## src/rtl/core/tlr_pkg.sv

```systemverilog
`timescale 1ns / 1ps

package tlr_pkg;

    localparam int unsigned APB_ADDR_W = 5;
    localparam int unsigned REG_IDX_W  = 3;

    localparam logic [1:0] OP_BYTE  = 2'd0;
    localparam logic [1:0] OP_READ  = 2'd1;
    localparam logic [1:0] OP_CLEAR = 2'd2;

    localparam logic [REG_IDX_W-1:0] REG_FIRST_TERM  = 3'd0;
    localparam logic [REG_IDX_W-1:0] REG_SECOND_TERM = 3'd1;
    localparam logic [REG_IDX_W-1:0] REG_FILTER_EN   = 3'd2;
    localparam logic [REG_IDX_W-1:0] REG_FILTER_LOW  = 3'd3;
    localparam logic [REG_IDX_W-1:0] REG_FILTER_HIGH = 3'd4;

    localparam logic [7:0] RST_FIRST_TERM  = 8'h0d;
    localparam logic [7:0] RST_SECOND_TERM = 8'h0a;
    localparam logic [7:0] RST_FILTER_LOW  = 8'h20;
    localparam logic [7:0] RST_FILTER_HIGH = 8'h7a;

    localparam logic [7:0] NO_DATA = 8'hff;

    typedef struct packed {
        logic [7:0] read_data;
        logic       read_ok;
        logic [7:0] line_length;
        logic       line_complete;
        logic       terminator_pending;
        logic       available;
    } result_t;

endpackage

```

## src/rtl/core/tlr_in_if.sv

```systemverilog
`timescale 1ns / 1ps

interface tlr_in_if;
    logic       valid;
    logic       ready;
    logic [1:0] opcode;
    logic [7:0] data_byte;
    logic [7:0] read_index;

    modport source (output valid, output opcode, output data_byte, output read_index,
                    input ready);
    modport sink   (input valid, input opcode, input data_byte, input read_index,
                    output ready);
endinterface

```

## src/rtl/core/tlr_out_if.sv

```systemverilog
`timescale 1ns / 1ps

interface tlr_out_if;
    logic       valid;
    logic       ready;
    logic [7:0] read_data;
    logic       read_ok;
    logic [7:0] line_length;
    logic       line_complete;
    logic       terminator_pending;
    logic       available;

    modport source (output valid, output read_data, output read_ok, output line_length,
                    output line_complete, output terminator_pending, output available,
                    input ready);
    modport sink   (input valid, input read_data, input read_ok, input line_length,
                    input line_complete, input terminator_pending, input available,
                    output ready);
endinterface

```

## src/rtl/core/terminated_line_receiver.sv

```systemverilog
`timescale 1ns / 1ps
// channel   dir  handshake      payload
// in_ch     in   valid/ready    opcode, data_byte, read_index
// out_ch    out  valid/ready    read_data, read_ok, line_length, line_complete,
//                               terminator_pending, available
// apb       in   psel/penable   five config registers at 4*i, pready always high
//
// One word per cycle sustained while the output does not stall; each word's result is
// registered in the result stage, beside the store's registered read, then in the output register.
// Count and flags update in the accept cycle, so a read right after a byte sees it.
// Reset clears count, flags and pipeline valids and loads the config defaults; the store needs no clearing.
// A stalled output holds the result stage; in_ch.ready drops only when both are full.

module terminated_line_receiver #(
    parameter int unsigned BUF_DEPTH = 256
) (
    input  logic                            clk,
    input  logic                            rst_n,
    tlr_in_if.sink                          in_ch,
    tlr_out_if.source                       out_ch,
    input  logic                            psel,
    input  logic                            penable,
    input  logic                            pwrite,
    input  logic [tlr_pkg::APB_ADDR_W-1:0]  paddr,
    input  logic [31:0]                     pwdata,
    output logic [31:0]                     prdata,
    output logic                            pready
);
    import tlr_pkg::*;

    localparam int unsigned CNT_W = $clog2(BUF_DEPTH);

    // configuration
    logic [7:0] first_term_reg;
    logic [7:0] second_term_reg;
    logic       filter_en_reg;
    logic [7:0] filter_low_reg;
    logic [7:0] filter_high_reg;

    logic                 cfg_wr;
    logic [REG_IDX_W-1:0] cfg_idx;

    assign pready  = 1'b1;
    assign cfg_idx = paddr[APB_ADDR_W-1:2];
    assign cfg_wr  = psel && penable && pwrite && pready;

    always_ff @(posedge clk or negedge rst_n)
    begin
        if (!rst_n)
        begin
            first_term_reg  <= RST_FIRST_TERM;
            second_term_reg <= RST_SECOND_TERM;
            filter_en_reg   <= 1'b0;
            filter_low_reg  <= RST_FILTER_LOW;
            filter_high_reg <= RST_FILTER_HIGH;
        end
        else if (cfg_wr)
        begin
            unique case (cfg_idx)
                REG_FIRST_TERM:  first_term_reg  <= pwdata[7:0];
                REG_SECOND_TERM: second_term_reg <= pwdata[7:0];
                REG_FILTER_EN:   filter_en_reg   <= pwdata[0];
                REG_FILTER_LOW:  filter_low_reg  <= pwdata[7:0];
                REG_FILTER_HIGH: filter_high_reg <= pwdata[7:0];
                default: ;
            endcase
        end
    end

    always_comb
    begin
        unique case (cfg_idx)
            REG_FIRST_TERM:  prdata = {24'd0, first_term_reg};
            REG_SECOND_TERM: prdata = {24'd0, second_term_reg};
            REG_FILTER_EN:   prdata = {31'd0, filter_en_reg};
            REG_FILTER_LOW:  prdata = {24'd0, filter_low_reg};
            REG_FILTER_HIGH: prdata = {24'd0, filter_high_reg};
            default:         prdata = 32'd0;
        endcase
    end

    // line state
    logic [CNT_W-1:0] count_reg, count_next;
    logic             end_reg, end_next;
    logic             first_reg, first_next;

    // result stage (waits on the store read) and output register
    logic    s1_valid_reg;
    result_t s1_reg, s1_next;
    result_t s1_out;
    logic    out_valid_reg;
    result_t out_reg;

    logic             accept;
    logic             s1_adv;
    logic             out_free;
    logic             mem_we;
    logic             mem_re;
    logic [7:0]       mem_rdata;
    logic [CNT_W:0]   count_inc;
    logic             rok;

    assign out_free    = !out_valid_reg || out_ch.ready;
    assign s1_adv      = s1_valid_reg && out_free;
    assign in_ch.ready = !s1_valid_reg || out_free;
    assign accept      = in_ch.valid && in_ch.ready;
    assign count_inc   = {1'b0, count_reg} + 1'b1;

    always_comb
    begin
        count_next = count_reg;
        end_next   = end_reg;
        first_next = first_reg;
        mem_we     = 1'b0;
        mem_re     = 1'b0;
        rok        = 1'b0;
        if (accept)
        begin
            unique case (in_ch.opcode)
                OP_BYTE:
                begin
                    if (end_reg)
                    begin
                        // line complete: byte ignored until cleared
                    end
                    else if (first_reg)
                    begin
                        if (in_ch.data_byte == second_term_reg)
                        begin
                            end_next = 1'b1;
                        end
                        else
                        begin
                            count_next = '0;
                            first_next = 1'b0;
                        end
                    end
                    else if (in_ch.data_byte == first_term_reg)
                    begin
                        first_next = 1'b1;
                    end
                    else if (filter_en_reg && (in_ch.data_byte < filter_low_reg ||
                                               in_ch.data_byte > filter_high_reg))
                    begin
                        // filtered out
                    end
                    else
                    begin
                        mem_we = 1'b1;
                        if (count_inc == (CNT_W+1)'(BUF_DEPTH))
                        begin
                            count_next = '0;
                        end
                        else
                        begin
                            count_next = count_inc[CNT_W-1:0];
                        end
                    end
                end
                OP_READ:
                begin
                    mem_re = 1'b1;
                    rok    = (end_reg || first_reg) && (in_ch.read_index < 8'(count_reg));
                end
                OP_CLEAR:
                begin
                    count_next = '0;
                    end_next   = 1'b0;
                    first_next = 1'b0;
                end
                default: ;
            endcase
        end
    end

    always_comb
    begin
        s1_next.read_data          = NO_DATA;
        s1_next.read_ok            = rok;
        s1_next.line_length        = 8'(count_next);
        s1_next.line_complete      = end_next;
        s1_next.terminator_pending = first_next;
        s1_next.available          = end_next || first_next;
    end

    tlr_ram #(
        .WIDTH (8),
        .DEPTH (BUF_DEPTH)
    ) u_store (
        .clk   (clk),
        .we    (mem_we),
        .waddr (count_reg),
        .wdata (in_ch.data_byte),
        .re    (mem_re),
        .raddr (in_ch.read_index[CNT_W-1:0]),
        .rdata (mem_rdata)
    );

    // store data joins the status word on its way out
    always_comb
    begin
        s1_out           = s1_reg;
        s1_out.read_data = s1_reg.read_ok ? mem_rdata : NO_DATA;
    end

    always_ff @(posedge clk or negedge rst_n)
    begin
        if (!rst_n)
        begin
            count_reg     <= '0;
            end_reg       <= 1'b0;
            first_reg     <= 1'b0;
            s1_valid_reg  <= 1'b0;
            out_valid_reg <= 1'b0;
        end
        else
        begin
            count_reg <= count_next;
            end_reg   <= end_next;
            first_reg <= first_next;
            if (accept)
            begin
                s1_valid_reg <= 1'b1;
            end
            else if (s1_adv)
            begin
                s1_valid_reg <= 1'b0;
            end
            if (s1_adv)
            begin
                out_valid_reg <= 1'b1;
            end
            else if (out_ch.ready)
            begin
                out_valid_reg <= 1'b0;
            end
        end
    end

    always_ff @(posedge clk)
    begin
        if (accept)
        begin
            s1_reg <= s1_next;
        end
        if (s1_adv)
        begin
            out_reg <= s1_out;
        end
    end

    assign out_ch.valid              = out_valid_reg;
    assign out_ch.read_data          = out_reg.read_data;
    assign out_ch.read_ok            = out_reg.read_ok;
    assign out_ch.line_length        = out_reg.line_length;
    assign out_ch.line_complete      = out_reg.line_complete;
    assign out_ch.terminator_pending = out_reg.terminator_pending;
    assign out_ch.available          = out_reg.available;

    a_count_below_depth: assert property (@(posedge clk) disable iff (!rst_n)
        {1'b0, count_reg} < (CNT_W+1)'(BUF_DEPTH))
        else $error("line count reached buffer depth");

    a_complete_implies_pending: assert property (@(posedge clk) disable iff (!rst_n)
        end_reg |-> first_reg)
        else $error("line complete without first terminator");

    a_read_ok_needs_line: assert property (@(posedge clk) disable iff (!rst_n)
        (out_valid_reg && out_reg.read_ok) |-> out_reg.available)
        else $error("read returned data with no terminator seen");

    a_read_lands_in_s1: assert property (@(posedge clk) disable iff (!rst_n)
        (accept && in_ch.opcode == OP_READ) |=> (s1_valid_reg && !s1_reg.line_complete ==
        !$past(end_reg)))
        else $error("read word lost on its way to the result stage");

endmodule

```

## src/rtl/core/tlr_ram.sv

```systemverilog
`timescale 1ns / 1ps

module tlr_ram #(
    parameter int unsigned WIDTH = 8,
    parameter int unsigned DEPTH = 256
) (
    input  logic                     clk,
    input  logic                     we,
    input  logic [$clog2(DEPTH)-1:0] waddr,
    input  logic [WIDTH-1:0]         wdata,
    input  logic                     re,
    input  logic [$clog2(DEPTH)-1:0] raddr,
    output logic [WIDTH-1:0]         rdata
);

    logic [WIDTH-1:0] mem [DEPTH];

    always_ff @(posedge clk)
    begin
        if (we)
        begin
            mem[waddr] <= wdata;
        end
        if (re)
        begin
            rdata <= mem[raddr];
        end
    end

endmodule

```

## src/flat_wrapper.sv

```systemverilog
// flat-port wrapper written by rule: the top's interface ports become plain ports
module terminated_line_receiver_flat import tlr_pkg::*;
#(
    parameter int unsigned BUF_DEPTH = 256
)
  (clk, rst_n, psel, penable, pwrite, paddr, pwdata, prdata, pready, in_ch_valid, in_ch_opcode, in_ch_data_byte, in_ch_read_index, in_ch_ready, out_ch_valid, out_ch_read_data, out_ch_read_ok, out_ch_line_length, out_ch_line_complete, out_ch_terminator_pending, out_ch_available, out_ch_ready);
  tlr_in_if in_ch_i ();
  tlr_out_if out_ch_i ();
  input  logic clk;
  input  logic rst_n;
  input  logic psel;
  input  logic penable;
  input  logic pwrite;
  input  logic [tlr_pkg::APB_ADDR_W-1:0] paddr;
  input  logic [31:0] pwdata;
  output logic [31:0] prdata;
  output logic pready;
  input wire logic [$bits(in_ch_i.valid)-1:0] in_ch_valid;
  input wire logic [$bits(in_ch_i.opcode)-1:0] in_ch_opcode;
  input wire logic [$bits(in_ch_i.data_byte)-1:0] in_ch_data_byte;
  input wire logic [$bits(in_ch_i.read_index)-1:0] in_ch_read_index;
  output wire logic [$bits(in_ch_i.ready)-1:0] in_ch_ready;
  output wire logic [$bits(out_ch_i.valid)-1:0] out_ch_valid;
  output wire logic [$bits(out_ch_i.read_data)-1:0] out_ch_read_data;
  output wire logic [$bits(out_ch_i.read_ok)-1:0] out_ch_read_ok;
  output wire logic [$bits(out_ch_i.line_length)-1:0] out_ch_line_length;
  output wire logic [$bits(out_ch_i.line_complete)-1:0] out_ch_line_complete;
  output wire logic [$bits(out_ch_i.terminator_pending)-1:0] out_ch_terminator_pending;
  output wire logic [$bits(out_ch_i.available)-1:0] out_ch_available;
  input wire logic [$bits(out_ch_i.ready)-1:0] out_ch_ready;
  assign in_ch_i.valid = in_ch_valid;
  assign in_ch_i.opcode = in_ch_opcode;
  assign in_ch_i.data_byte = in_ch_data_byte;
  assign in_ch_i.read_index = in_ch_read_index;
  assign in_ch_ready = in_ch_i.ready;
  assign out_ch_valid = out_ch_i.valid;
  assign out_ch_read_data = out_ch_i.read_data;
  assign out_ch_read_ok = out_ch_i.read_ok;
  assign out_ch_line_length = out_ch_i.line_length;
  assign out_ch_line_complete = out_ch_i.line_complete;
  assign out_ch_terminator_pending = out_ch_i.terminator_pending;
  assign out_ch_available = out_ch_i.available;
  assign out_ch_i.ready = out_ch_ready;
  terminated_line_receiver #(.BUF_DEPTH(BUF_DEPTH)) u_core (.clk(clk), .rst_n(rst_n), .in_ch(in_ch_i), .out_ch(out_ch_i), .psel(psel), .penable(penable), .pwrite(pwrite), .paddr(paddr), .pwdata(pwdata), .prdata(prdata), .pready(pready));
endmodule
```

## config.mk

```make
export PLATFORM = sky130hd
export DESIGN_NAME = terminated_line_receiver_flat
export DESIGN_NICKNAME = d
export VERILOG_FILES = /design/src/rtl/core/tlr_pkg.sv /design/src/rtl/core/tlr_in_if.sv /design/src/rtl/core/tlr_out_if.sv /design/src/rtl/core/terminated_line_receiver.sv /design/src/rtl/core/tlr_ram.sv /design/src/flat_wrapper.sv
export SDC_FILE = /design/constraint.sdc
export NUM_CORES = 2
export LEC_CHECK = 0
export ABC_AREA = 1
export BUFFER_PORTS_ARGS = -buffer_cell sky130_fd_sc_hd__buf_2
export CAP_MARGIN = 20
export CORE_ASPECT_RATIO = 0.6
export CORE_MARGIN = 4
export CORE_UTILIZATION = 50
export CTS_BUF_LIST = sky130_fd_sc_hd__clkbuf_16
export CTS_CLUSTER_DIAMETER = 60
export CTS_CLUSTER_SIZE = 28
export DETAILED_ROUTE_END_ITERATION = 8
export MAX_ROUTING_LAYER = met4
export PLACE_DENSITY = 0.66
export SLEW_MARGIN = 25
export SYNTH_ARGS = -nofsm -noshare
export SYNTH_HDL_FRONTEND = slang
export SYNTH_HIERARCHICAL = 1
export SYNTH_SLANG_ARGS = --single-unit
```

## constraint.sdc

```tcl
create_clock -name clk -period 3.55 [get_ports clk]
set_clock_uncertainty 0.1 [all_clocks]
set_input_delay 1.065 -clock clk [delete_from_list [all_inputs] [get_ports clk]]
set_output_delay 1.065 -clock clk [all_outputs]
set_load 0.005 [all_outputs]
```

# == Word-level counts from Yosys, hierarchy flattened ==
# Memory sizes are Yosys's and may differ from the RTL's. A register that Yosys moved wholly into a read port is not among the register bits.
# Cells that the tools add are included.
# W data, S select, Z words.
# classes
n_div,0
reduce_logical,22
bitwise,0
mul,0
eq_ne,9
shift,0
addsub,1
mux,33
magnitude_cmp,3
# ops
cell,count
$mux W8,7
$pmux W8 S5,1
$mux W1,22
$eq A8 B8 Y1,2
$lt A8 B8 Y1,2
$pmux W8 S2,1
$reduce_and A2 Y1,5
$add A8 B1 Y9 const B,1
$eq A9 B9 Y1 const B,1
$gt A8 B8 Y1,1
$eq A3 B2 Y1 const B,2
$logic_and A1 B1 Y1,6
$logic_or A1 B1 Y1,5
$pmux W1 S2,2
$reduce_bool A2 Y1,2
$eq A3 B1 Y1 const B,1
$eq A3 B3 Y1 const B,1
$logic_not A3 Y1,1
$eq A2 B1 Y1 const B,1
$eq A2 B2 Y1 const B,1
$logic_not A1 Y1,2
$logic_not A2 Y1,1
# totals
regBits,77
input_bits,62
latch_bits,0
ram_bits,2048
out_inout_bits,55
n_memories,1
mem_bits_ro,0
elab_cells,90
# memory_table
memory,words,width,rd,rd_clocked_by_memory_dff,wr,line,source
u_core.u_store.mem,256,8,1,1,1,tlr_ram.sv:16,logic [WIDTH-1:0] mem [DEPTH];

# == Logic depth before layout (Yosys ltp) ==
# depth
word_depth,11
depth_mapped,18

# == By module ==
# Netlist, hierarchy kept.
# by_module_without_submodules
mod,cells_each,n_inst,seq_area_each_um2,area_each_um2
tlr_ram,7003,1,61739.2,83476.3
terminated_line_receiver,495,1,2100.8,4421.7

# == Worst setup path after synthesis ==
# Ideal clock, no wire load.
# synth_path
path_type,input -> register
startpoint,in in_ch_data_byte[5]
endpoint,mem u_core.u_store.mem[162][0] (enable)
stages,14
setup_time_ns,0.370
slack_ns,-0.229
n_path_buf,2
arrival_ns,3.309
path_cell_list,ha_1 a21oi_1 nor2_1 nor2_1 nand2_1 nand2_1 nand2_1 nand2_2 nand2_4 nor3_1 clkbuf_1 nand3_1 clkbuf_1 nor2_1
# synth_between
elab_chain_len,11
word_cells_on_any_way,13
cone_classes,order compare: 2; eq/ne: 1; mux: 8; reduce/logical: 2
# synth_rtl
element,line,source
"start, declared",flat_wrapper.sv:20,input wire logic [$bits(in_ch_i.data_byte)-1:0] in_ch_data_byte;
$lt A8 B8 Y1 or $gt A8 B8 Y1 (tied branches),"terminated_line_receiver.sv:142, terminated_line_receiver.sv:143",
$logic_or A1 B1 Y1,terminated_line_receiver.sv:142,else if (filter_en_reg && (in_ch.data_byte < filter_low_reg ||
$logic_and A1 B1 Y1,terminated_line_receiver.sv:142,
$mux W1,terminated_line_receiver.sv:142,
$mux W1 (*),terminated_line_receiver.sv:138,else if (in_ch.data_byte == first_term_reg)
$mux W1 (*),terminated_line_receiver.sv:126,else if (first_reg)
$mux W1 (*),terminated_line_receiver.sv:122,if (end_reg)
$mux W1 (*),terminated_line_receiver.sv:119,unique case (in_ch.opcode)
$mux W1 (*),terminated_line_receiver.sv:117,if (accept)
net u_core.mem_we,terminated_line_receiver.sv:97,logic mem_we;
$mux W1 (*),tlr_ram.sv:20,if (we)
$mux W1 (not written as such) (*),tlr_ram.sv:22,mem[waddr] <= wdata;
"end, declared",tlr_ram.sv:16,
# Mark *: on every way through the listed nets, which the timed path passes. The rest lies on a longest branch.

# == Final worst setup path ==
# layout_path
startpoint,in paddr[2] in the netlist's numbering
endpoint,out prdata[5]
# layout_between
elab_chain_len,2
word_cells_on_any_way,6
cone_classes,eq/ne: 4; mux: 1; reduce/logical: 1
# layout_rtl
element,line,source
"start, declared",flat_wrapper.sv:14,input logic [tlr_pkg::APB_ADDR_W-1:0] paddr;
"$eq A3 B3 Y1, or another cell as far along",terminated_line_receiver.sv:72,unique case (cfg_idx)
$pmux W8 S5 (*),terminated_line_receiver.sv:72,
"end, declared",flat_wrapper.sv:16,output logic [31:0] prdata;
# Every way passes the cells marked *; elsewhere a longest branch is shown, timed or not.

==> metrics <==
status=complete, no violations; library cells used by synthesis=43; Min Hold Slack=153.6 ps; Net Switching=11.45 mW; final hold violations=0; Peak supply drop=0.0004432 V; unrepaired setup endpoints after global routing=no; synth top area cells=edfxtp_1, nand3_1, nand2_1, buf_2, nor2_1; Sw Share=24.70%; Main synth FF type=edfxtp_1; FILL cells=14250; clk buf depth=3; setup TNS=0 ps; Worst Setup Start Kind=input port; final instance area=97480 sq um; Sink Count=2133; Post-Syn Instances=7498; largest reg by FF count=u_core/u_store/mem; max-cap violations=0; gpl congestion=0.9445; CTS-repair resized insts=0; number of setup buffers added after CTS=0; hold bufs inserted after CTS=0; max reg flops=2048; core box area=173600 sq um; synth cell count leaders=nand2_1, edfxtp_1, nand3_1; Initial Util=50.62%; WL final=251.2 mm; Site Rows=118; Port-buffer cells=65; Data arrival, critical path=2250 ps; initial DRC count=10100; Final Max Slew Viols=0; DRC=0; total chip power=46.36 mW; via count=59970; vias per cell=5.934; Req. time, crit path=2380 ps; Reg2Reg Depth=18; CTS tree=done; Worst slew margin=33.60%; layout cell share with drive strength beyond 1=10.70%; fmax=0.2925 GHz; DIE AREA=182800 sq um; first-pass GRT wire length=367.6 mm; CTS H-tree lvls=3; Clock power frac=30.3%; Post-Syn Area=87900 sq um; post-synth top area cell=edfxtp_1; Reg power frac=60.3%; Tcrit/Tclk final=96.31%; top-count cell post-synth=nand2_1; synthesized flop and latch total=2133; worst min-delay path class=input port to async pin; largest net degree at the start of global routing=147; GRT Total Usage=27.81%; Die Wd=549.3 um; Max FO, Critical Path=7; cts bufs inserted=99; gr ovfl total=0; vias in the first global route=55250; Post-synth EDFFs=2088; post-route ant nets=0; Layout Utilization=56.14%; Mapped Avg Cell Area=11.72 sq um; initial antenna violation count=6; First-pass DRT Iterations=8; nets@finish=7793; YS warnings=6; clk root buf=clkbuf_16; I/O pins=117; Power Internal=34.91 mW; critical path capture point type=primary output; area grow syn2layout=10.90%; Final Critical Period=3419 ps; worst slew pin tran=993.6 ps; Placed Area=94250 sq um; combinational power share=9.5%; leakage power=34.75 nW; Worst-path clk slew=100 ps; Setup CP Type=input port to primary output; Power Density=475.6 nW/um^2; die height=332.8 um; Final setup viols=0; top cell type's share of synthesized area=71.33%; asr flop ratio synth=2.110%; Detailed Place HPWL=159.4 mm; Seq/Total Area, Yosys=72.63%; Skew-Pair Late Insertion Delay=760 ps; drt wl/cell=24.85 um
-- metrics by stage --
step / setup WS (ps) / instances
2_1_floorplan: -93.99 / 7521
3_3_place_gp: -304.4 / 9946
3_5_place_dp: -274.6 / 9947
4_1_cts: 152.7 / 10110
5_1_grt: 92.58 / 10110
6_report: 131.1 / 10110
-- power by group through the flow --
stage                     clock [mW]  sequential (mW)  combinational (mW)
after floorplan                    0             28.5                2.23
after global routing            15.2             28.0                4.71
final                           14.0             27.9                4.39
after detailed placement           0             28.5                4.27
after CTS                       14.2             27.9                4.28
after global placement             0             28.5                4.24
-- final timing paths --
| kind | start | end | slack, ps |
|---|---|---|---|
| max | paddr[2] | prdata[5] | 130 |
| min | rst_n | u_core/count_reg[2] | 150 |
| max reg2reg | u_core/filter_high_reg[1] | u_core/u_store/mem[192][5] | 410 |
| min reg2reg | u_core/s1_out[5] | u_core/out_ch.line_length[2] | 320 |
| max in group asynchronous | rst_n | u_core/filter_low_reg[5] | 2570 |
| min in group clk | u_core/s1_out[5] | u_core/out_ch.line_length[2] | 320 |
-- layout make-up --
cell class	instances	area, sq um	share of cell area, %
diodes	1	2.502	0.002567
multi-input cells	4759	21260	21.81
flip-flops and latches	2133	63840	65.49
clock inverters	55	653.1	0.6700
well taps	2340	2928	3.004
repair buffers	602	5758	5.907
inverters	113	460.4	0.4723
clock buffers	103	2577	2.644
-- routing by layer --
metal  share of wire (%)  up-vias  GRT usage [%]
met5                   0        -              -
li1                    -    26750              -
met1                  43    29200          42.65
met3                  15      306          8.406
met4                 1.8        0          4.900
met2                  41     3722          36.76
-- logic make-up after synthesis --
| kind of cell | count (synthesis) | synth area share (%) |
|---|---|---|
| simple gates | 4613 | 22.80 |
| flops | 2133 | 72.63 |
| buf+inv | 629 | 3.547 |
| compound gates | 86 | 0.5723 |
| fa+ha+maj | 23 | 0.3274 |
| xor+xnor | 12 | 0.1196 |
| other cells | 2 | 0.008544 |
-- critical path: stages --
cell and delay, ps:
buf_2 130, inv_2 110, nor3_2 60, inv_1 210, o22ai_1 110, buf_4 160
a221o_1 270, buf_2 130
-- cell usage in the layout, fill, tap and decap left out, types with 3 or more instances in the layout --
master / instances
nor2_1: 263
edfxtp_1: 2088
buf_2: 53
inv_2: 8
nand2_1: 2244
a221o_1: 8
o22ai_1: 8
conb_1: 25
clkinvlp_4: 3
nand4_1: 3
clkinv_2: 3
a21oi_1: 19
inv_8: 11
xnor2_1: 5
nor2_4: 32
clkinv_4: 4
inv_12: 5
nor3_1: 3
dfrtp_1: 34
buf_12: 103
o21ai_0: 19
inv_6: 11
buf_4: 435
inv_4: 3
clkinv_8: 4
buf_8: 11
xor2_1: 7
ha_1: 23
nand2_4: 3
nand2_2: 8
inv_1: 106
nand3_1: 2041
nor3_2: 4
or2_1: 5
o21ai_1: 23
dfstp_2: 11
clkbuf_16: 103
bufinv_16: 6
No activity file was read; power rests on OpenSTA's default activity.
